[config.mk]
export PLATFORM = sky130hd
export DESIGN_NAME = hid_report_descriptor_scanner_core
export DESIGN_NICKNAME = d
export VERILOG_FILES = /design/src/rtl/hrds_pkg.sv /design/src/rtl/hid_report_descriptor_scanner_core.sv
export SDC_FILE = /design/constraint.sdc
export NUM_CORES = 2
export LEC_CHECK = 0
export BUFFER_PORTS_ARGS = -buffer_cell sky130_fd_sc_hd__clkbuf_2
export CAP_MARGIN = 20
export CORE_UTILIZATION = 45
export CTS_BUF_LIST = sky130_fd_sc_hd__clkbuf_4 sky130_fd_sc_hd__clkbuf_8
export DETAILED_ROUTE_END_ITERATION = 12
export SYNTH_ARGS = -nofsm -noshare
export SYNTH_HDL_FRONTEND = slang
export SYNTH_SLANG_ARGS = --single-unit
[constraint.sdc]
create_clock -name clk -period 16.6 [get_ports clk]
set_input_delay 1.66 -clock clk [delete_from_list [all_inputs] [get_ports clk]]
set_output_delay 1.66 -clock clk [all_outputs]
set_load 0.005 [all_outputs]
[src/rtl/hrds_pkg.sv]
// ----------------------------------------------------------------------------
// hrds_pkg: shared types and constants for the HID descriptor scanner
// Transaction payloads, table entry layout, item prefixes and status codes.
// ----------------------------------------------------------------------------
package hrds_pkg;

  // Report table depth
  localparam int MAX_REPORTS = 16;
  localparam int IDX_W = (MAX_REPORTS > 1) ? $clog2(MAX_REPORTS) : 1;
  localparam logic [8:0] MAX_CNT = 9'(MAX_REPORTS);

  // Item prefixes with the size bits cleared
  localparam logic [7:0] PFX_USAGE_PAGE = 8'h04;
  localparam logic [7:0] PFX_USAGE      = 8'h08;
  localparam logic [7:0] PFX_REPORT_ID  = 8'h84;
  localparam logic [7:0] PFX_COLLECTION = 8'hA0;

  localparam logic [31:0] COLLECTION_APPLICATION = 32'd1;
  localparam logic [7:0]  COUNT_MAX = 8'hFF;

  // Operation codes
  localparam logic OP_BYTE   = 1'b0;
  localparam logic OP_LOOKUP = 1'b1;

  // Status codes
  localparam logic [1:0] STATUS_BUSY   = 2'd0;
  localparam logic [1:0] STATUS_DONE   = 2'd1;
  localparam logic [1:0] STATUS_TRUNC  = 2'd2;
  localparam logic [1:0] STATUS_LOOKUP = 2'd3;

  typedef struct packed {
    logic       op;
    logic [7:0] data_byte;
    logic       first_byte;
    logic       last_byte;
    logic [7:0] query_id;
  } req_t;

  typedef struct packed {
    logic [1:0]  status;
    logic        found;
    logic [31:0] found_usage_page;
    logic [31:0] found_usage;
    logic [7:0]  report_count;
  } rsp_t;

  typedef struct packed {
    logic [7:0]  rpt_id;
    logic [31:0] upage;
    logic [31:0] usage;
  } entry_t;

endpackage

[src/rtl/hid_report_descriptor_scanner_core.sv]
// ----------------------------------------------------------------------------
// hid_report_descriptor_scanner_core: HID report descriptor short item scanner
// Parses descriptor bytes into items, records Report ID entries in a table
// memory and answers lookups by report id.
// ----------------------------------------------------------------------------
// Usage:
//   req carries one transaction per accepted cycle (req_valid high, req_stall
//   low). A descriptor byte (op 0) is parsed combinationally and its response
//   appears on rsp in the cycle after acceptance; a new byte may be taken every
//   cycle while the response side keeps up.
//   A lookup (op 1) sweeps the report table through its single read port,
//   one entry per cycle unless rsp stalls: id 0 reads only entry 0, an empty
//   table reads none, other ids up to min(report_count, MAX_REPORTS) entries.
//   req_stall stays high while a lookup sweeps the table.
//   rsp is held in an output register; while rsp_stall is high the pending
//   response holds and req_stall rises, so no transaction is lost.
//   Reset (rst, synchronous) clears the parser, the count, the current page
//   and usage and the table valid bits, and holds req_stall high; a byte with
//   first_byte set clears them the same way in the cycle it is taken, so no
//   clearing pass is needed.
// ----------------------------------------------------------------------------
module hid_report_descriptor_scanner_core (
  input  logic           clk,
  input  logic           rst,
  input  logic           req_valid,
  output logic           req_stall,
  input  hrds_pkg::req_t req,
  output logic           rsp_valid,
  input  logic           rsp_stall,
  output hrds_pkg::rsp_t rsp
);

  localparam logic ST_IDLE = 1'b0;
  localparam logic ST_SCAN = 1'b1;

  localparam int IW = hrds_pkg::IDX_W;

  logic state;
  logic state_next;

  // Parser state
  logic [31:0] cur_page;
  logic [31:0] cur_usage;
  logic [5:0]  item_tag;
  logic [2:0]  bytes_left;
  logic [1:0]  byte_slot;
  logic [31:0] item_content;
  logic [7:0]  reports_seen;
  logic [hrds_pkg::MAX_REPORTS-1:0] valid;

  // Report table
  hrds_pkg::entry_t mem [hrds_pkg::MAX_REPORTS];
  hrds_pkg::entry_t rd_entry;
  logic             rd_vld;
  logic             rd_en;
  logic [IW-1:0]    rd_addr;

  // Lookup sweep
  logic [7:0]    query;
  logic [IW-1:0] scan_idx;
  logic [IW-1:0] scan_last;
  logic [IW-1:0] scan_idx_next;

  logic out_free;
  logic req_acc;
  logic byte_acc;
  logic look_acc;

  // Effective state after an optional clear
  logic [31:0] e_page;
  logic [31:0] e_usage;
  logic [5:0]  e_tag;
  logic [2:0]  e_left;
  logic [1:0]  e_slot;
  logic [31:0] e_content;
  logic [7:0]  e_rs;

  logic [31:0] page_next;
  logic [31:0] usage_next;
  logic [5:0]  tag_next;
  logic [2:0]  left_next;
  logic [1:0]  slot_next;
  logic [31:0] content_next;
  logic [7:0]  rs_next;
  logic [1:0]  status_next;
  logic [2:0]  size;
  logic        apply;
  logic        wr_en;
  logic [IW-1:0] wr_addr;
  hrds_pkg::entry_t wr_data;
  logic [hrds_pkg::MAX_REPORTS-1:0] valid_next;

  logic [8:0] fill;
  logic [7:0] entry_id;
  logic       hit;
  logic       done;

  logic           res_en;
  hrds_pkg::rsp_t res;

  assign out_free  = !rsp_valid || !rsp_stall;
  assign req_stall = rst || (state == ST_SCAN) || !out_free;
  assign req_acc   = req_valid && !req_stall;
  assign byte_acc  = req_acc && (req.op == hrds_pkg::OP_BYTE);
  assign look_acc  = req_acc && (req.op == hrds_pkg::OP_LOOKUP);

  // Descriptor byte parsing
  always_comb begin
    e_page    = req.first_byte ? 32'd0 : cur_page;
    e_usage   = req.first_byte ? 32'd0 : cur_usage;
    e_tag     = req.first_byte ? 6'd0  : item_tag;
    e_left    = req.first_byte ? 3'd0  : bytes_left;
    e_slot    = req.first_byte ? 2'd0  : byte_slot;
    e_content = req.first_byte ? 32'd0 : item_content;
    e_rs      = req.first_byte ? 8'd0  : reports_seen;

    size         = 3'd0;
    tag_next     = e_tag;
    left_next    = e_left;
    slot_next    = e_slot;
    content_next = e_content;
    apply        = 1'b0;

    if (e_left == 3'd0) begin
      size         = (req.data_byte[1:0] == 2'd3) ? 3'd4 : {1'b0, req.data_byte[1:0]};
      tag_next     = req.data_byte[7:2];
      content_next = 32'd0;
      slot_next    = 2'd0;
      left_next    = size;
      apply        = (size == 3'd0);
    end else begin
      content_next = e_content | ({24'd0, req.data_byte} << {e_slot, 3'b000});
      slot_next    = e_slot + 2'd1;
      left_next    = e_left - 3'd1;
      apply        = (left_next == 3'd0);
    end

    page_next  = e_page;
    usage_next = e_usage;
    rs_next    = e_rs;
    wr_en      = 1'b0;
    wr_addr    = '0;
    wr_data    = '0;

    if (apply) begin
      unique case ({tag_next, 2'b00})
        hrds_pkg::PFX_REPORT_ID: begin
          if (e_rs != hrds_pkg::COUNT_MAX && {1'b0, e_rs} < hrds_pkg::MAX_CNT) begin
            wr_en   = 1'b1;
            wr_addr = e_rs[IW-1:0];
            wr_data = '{rpt_id: content_next[7:0], upage: e_page, usage: e_usage};
          end
          if (e_rs != hrds_pkg::COUNT_MAX) begin
            rs_next = e_rs + 8'd1;
          end
        end
        hrds_pkg::PFX_COLLECTION: begin
          // with no report counted, entry 0 still holds id 0
          if (content_next == hrds_pkg::COLLECTION_APPLICATION && e_rs == 8'd0) begin
            wr_en   = 1'b1;
            wr_addr = '0;
            wr_data = '{rpt_id: 8'd0, upage: e_page, usage: e_usage};
          end
        end
        hrds_pkg::PFX_USAGE_PAGE: page_next = content_next;
        hrds_pkg::PFX_USAGE:      usage_next = content_next;
        default: ;
      endcase
    end

    status_next = hrds_pkg::STATUS_BUSY;
    if (req.last_byte) begin
      status_next = (left_next != 3'd0) ? hrds_pkg::STATUS_TRUNC : hrds_pkg::STATUS_DONE;
      left_next   = 3'd0;
      slot_next   = 2'd0;
    end

    valid_next = req.first_byte ? '0 : valid;
    if (wr_en) begin
      valid_next[wr_addr] = 1'b1;
    end
  end

  // Lookup control and response selection
  always_comb begin
    fill = ({1'b0, reports_seen} < hrds_pkg::MAX_CNT) ? {1'b0, reports_seen}
                                                      : hrds_pkg::MAX_CNT;
    // invalid entries read as zero
    entry_id = rd_vld ? rd_entry.rpt_id : 8'd0;
    hit      = (entry_id == query);
    done     = hit || (query == 8'd0) || (scan_idx == scan_last);

    state_next    = state;
    scan_idx_next = scan_idx;
    rd_en         = 1'b0;
    rd_addr       = '0;
    res_en        = 1'b0;
    res           = '{status: hrds_pkg::STATUS_LOOKUP, found: 1'b0, found_usage_page: 32'd0,
                      found_usage: 32'd0, report_count: reports_seen};

    unique case (state)
      ST_IDLE: begin
        if (byte_acc) begin
          res_en = 1'b1;
          res    = '{status: status_next, found: 1'b0, found_usage_page: 32'd0,
                     found_usage: 32'd0, report_count: rs_next};
        end else if (look_acc) begin
          if (req.query_id == 8'd0 || fill != 9'd0) begin
            rd_en         = 1'b1;
            rd_addr       = '0;
            scan_idx_next = '0;
            state_next    = ST_SCAN;
          end else begin
            res_en = 1'b1;
          end
        end
      end
      ST_SCAN: begin
        if (out_free) begin
          if (done) begin
            res_en     = 1'b1;
            state_next = ST_IDLE;
            if (hit) begin
              res.found            = 1'b1;
              res.found_usage_page = rd_vld ? rd_entry.upage : 32'd0;
              res.found_usage      = rd_vld ? rd_entry.usage : 32'd0;
            end
          end else begin
            // advance to the next entry
            scan_idx_next = scan_idx + {{(IW-1){1'b0}}, 1'b1};
            rd_en         = 1'b1;
            rd_addr       = scan_idx_next;
          end
        end
      end
      default: state_next = ST_IDLE;
    endcase
  end

  always_ff @(posedge clk) begin
    if (rst) begin
      state        <= ST_IDLE;
      cur_page     <= 32'd0;
      cur_usage    <= 32'd0;
      item_tag     <= 6'd0;
      bytes_left   <= 3'd0;
      byte_slot    <= 2'd0;
      item_content <= 32'd0;
      reports_seen <= 8'd0;
      valid        <= '0;
      rsp_valid    <= 1'b0;
    end else begin
      state <= state_next;
      if (byte_acc) begin
        cur_page     <= page_next;
        cur_usage    <= usage_next;
        item_tag     <= tag_next;
        bytes_left   <= left_next;
        byte_slot    <= slot_next;
        item_content <= content_next;
        reports_seen <= rs_next;
        valid        <= valid_next;
      end
      if (out_free) begin
        rsp_valid <= res_en;
      end
    end
  end

  always_ff @(posedge clk) begin
    if (look_acc) begin
      query     <= req.query_id;
      scan_last <= IW'(fill - 9'd1);
    end
    scan_idx <= scan_idx_next;
    if (out_free && res_en) begin
      rsp <= res;
    end
  end

  // Table memory: one write port, one registered read port
  always_ff @(posedge clk) begin
    if (byte_acc && wr_en) begin
      mem[wr_addr] <= wr_data;
    end
    if (rd_en) begin
      rd_entry <= mem[rd_addr];
      rd_vld   <= valid[rd_addr];
    end
  end

endmodule

==> impl_metrics.toml <==
[outcome]
status = "complete, but fails checks"
violations = "DRC"

[timing]
rsz0062_at_grt = "no"
worst_slew_pin_slew_ns = 1.18
slew_violations = 0
clock-skew-final_ns = 0.0652
hold_viol_final = 0
finalCritPeriodShare = 0.422
finalSetupTns_ns = 0
layout_min_cycle_time_ns = 7.01
fmax_mhz = 143
setup_viol = 0
slew_headroom = 0.214

[synth]
yosysMostFrequentCell = "edfxtp_1"
synth-simple-area-share = 0.0624
synth_area_leaders = "edfxtp_1 70%, dfxtp_1 4.7%, o221ai_1 3.4%"
synthMuxAreaShare = 0.0553
ys_types = 67
avgSynthCellArea_um2 = 15.2
syn-num-nets = 3733
yosysWarningCount = 0
synth-edff-count = 1316
ys_seq_area_frac = 0.749
ys_ff_latch = 1449
syn_area_um2 = 56300
synth_xor_area_frac = 0.00249
synth_top_family_by_area = "compound AO/OA/AOI/OAI gates"
synth_top_cell_by_area = "edfxtp_1"
netlist.area_leader.share = 0.702
synth_compound_area_frac = 0.108
syn_inst = 3702
synth-main-ff-cell = "edfxtp_1"
synth-async-reset-ratio = 0
yosys-top-cells-count = "1316 x edfxtp_1, 358 x a21oi_1, 341 x nand2_1"
synth-adder-area-share = 0.00178

[clocking]
post-cts-setup-buffers = 0
cts.path.max_buffers = 3
cts_root_buf = "clkbuf_8"
cts.sinks = 1449
cts.clk_slew.worst_paths_ns = 0.06
postCtsResizedCells = 0
htree_levels = 4
clk_latency_ns = 0.96
cts_tree = "yes"
postCtsHoldBufs = 0
cts_made_buffers = 226

[finish]
multi_input_area_um2 = 13200
nNetsFinal = 3855
layout-drive-gt1-share = 0.180
seqCellArea_um2 = 42200
area_growth_pct = 11.9
fillCellCount = 10300

[worst_setup_path]
crit_buf_inv = 4
path_delay_family = "simple AND/OR/NAND/NOR gates"
slowest_delay_ns = 0.95
reg2reg_from = "bytes_left[0]"
end_kind = "flop"
worst_r2r_endpoint = "mem[7][48]"
critPathMaxFanout = 52
worstSetupStartpointType = "input port"
path_cells = "clkbuf_2, inv_2, nand2_1, ha_1, ha_1, buf_4, nor3b_1, a31oi_1, a211oi_2, o21ai_2, nor3_1, nand3b_1, nor2_4, buf_4"
arrival_ns = 7.54
critPathRequiredTime_ns = 17.13
crit_path_top_delay_cell = "buf_4"
path_class = "input port to flop"
reg2regPathDepth = 13
reg2reg_slack_ns = 10.71

[global_routing]
gr-total-overflow = 0
grt_pass1_wl_mm = 220
grt_max_degree = 150
grt_pass1_vias = 32600
antenna_found_initial = 9
track_usage = 0.238

[die]
dieHeight_um = 356
core_um2 = 124000
die_w_um = 356
die_area_um2 = 127000
rows = 129
ioPinCount = 100
start_util = 0.454

[worst_hold_path]
hp-class = "flop to flop"
hp-start = "item_content[5]"
whs_path_depth = 2
hold_path_end = "item_content[5]"

[placed_design]
finalWeightedCongestion = 0.811
io_buffers = 99
dp_hpwl_mm = 78.6

[power_and_ir_drop]
power.clock.fraction = 0.428
power.share.sequential = 0.564
p_leak_nw = 22.4
power_mw = 6.97
netSwitchingPower_mw = 1.44
vdd_ir_drop_max_v = 0.0000867
internal_power_mw = 5.53
p_sw_frac = 0.207
pwr-share-comb = 0.008
cellPowerDensity_nw_per_um2 = 111

[route]
drtPass1Iterations = 10
route.detailed.drc = 6
vias = 33300
wl_per_cell_um = 26.7
initialDrtViolationCount = 3460
drtAntennaViolNets = 0
avgViaCountPerCell = 5.90
wl_mm = 151

[run]
max-cap-violations = 0
## worst min-delay path, cell delays in order (launching register included)
cell     delay, ns
dfxtp_1       0.31
nand2_1       0.05
a21oi_1       0.05
## worst max path at each step
stage | start | to | slack [ns] | cells after the start
3_5_place_dp | req[9] | mem[7][51] | 8.72 | 14
5_1_grt | req[9] | mem[7][48] | 9.19 | 14
4_1_cts | req[9] | mem[7][63] | 9.75 | 14
3_3_place_gp | req[9] | mem[7][51] | 8.85 | 14
6_report | req[9] | mem[7][48] | 9.59 | 14
2_1_floorplan | req[9] | mem[4][0] | 6.97 | 13
## layout by cell type (no fill, tap or decap), drive strengths merged, types with 4 or more instances in the layout
cell type / netlist / final
nor3: 28 / 28
inv: 19 / 29
dfxtp: 133 / 133
nand3b: 5 / 5
nand2b: 5 / 5
o211ai: 72 / 72
mux2i: 147 / 147
nor2: 181 / 181
nand4b: 4 / 4
nand3: 13 / 13
o31a: 72 / 72
mux2: 146 / 146
o22ai: 6 / 6
clkinv: 1 / 75
a211oi: 8 / 8
nand4: 7 / 7
xor2: 13 / 13
buf: 67 / 64
bufinv: 0 / 4
nor4: 12 / 12
and2: 75 / 75
ha: 8 / 8
o21ai: 25 / 25
a22oi: 69 / 69
a21oi: 358 / 358
and3: 68 / 68
a32oi: 22 / 22
clkbuf: 201 / 419
nand2: 341 / 341
nor3b: 4 / 4
nor2b: 12 / 12
edfxtp: 1316 / 1316
o221ai: 216 / 216
a31oi: 9 / 9
## layer usage
| layer | global-route usage | part of all wire | wire, um | vias to the layer above |
|---|---|---|---|---|
| met1 | 0.343 | 0.44 | 66000 | 16900 |
| met5 | 0 | 0.00011 | 16 | - |
| li1 | - | - | - | 14800 |
| met3 | 0.0430 | 0.075 | 11400 | 241 |
| met4 | 0.0767 | 0.025 | 3810 | 2 |
| met2 | 0.367 | 0.46 | 69600 | 1421 |
## per-stage QoR
step	utilization	hold slack [ns]	setup slack [ns]	std cells	cell area (um2)
global placement	0.472	0.445	8.85	5232	58500
CTS	0.508	0.462	9.75	5643	63000
detailed placement	0.472	0.454	8.72	5232	58500
finish	0.508	0.464	9.59	5645	63000
global route	0.508	0.482	9.19	5645	63000
floorplan	-	0.433	6.97	3702	56300
## power groups by stage
stage / Clock [mW] / Sequential (mW) / Combinational (mW)
2_1_floorplan: 0 / 4.01 / 0.0260
3_5_place_dp: 0 / 4.01 / 0.0534
4_1_cts: 3.04 / 3.93 / 0.0536
6_report: 2.99 / 3.93 / 0.0540
3_3_place_gp: 0 / 4.01 / 0.0533
5_1_grt: 3.20 / 3.93 / 0.0578
## logic make-up (layout without fill, tap and decap cells)
family	after synthesis	after routing
other cells	0	1
mux	293	293
fa+ha+maj	8	8
xor+xnor	16	16
flops	1449	1449
buf+inv	288	593
simple gates	767	767
compound gates	881	881
## sequential cells by signal, summed over array words and instances (netlist names), 16 cells and up
register and count:
valid 16, rd_entry 72, cur_page 32, mem 1152, rsp 75, cur_usage 32
item_content 32
## cell type report
type / instances / share of cell area
Multi-Input combinational cell: 1965 / 0.209
Inverter: 20 / 0.00147
Timing Repair Buffer: 162 / 0.0158
Sequential cell: 1449 / 0.669
Antenna cell: 1 / 0.0000397
Clock inverter: 90 / 0.00947
Tap cell: 1637 / 0.0325
Clock buffer: 321 / 0.0622
No activity file was read; power rests on OpenSTA's default activity.
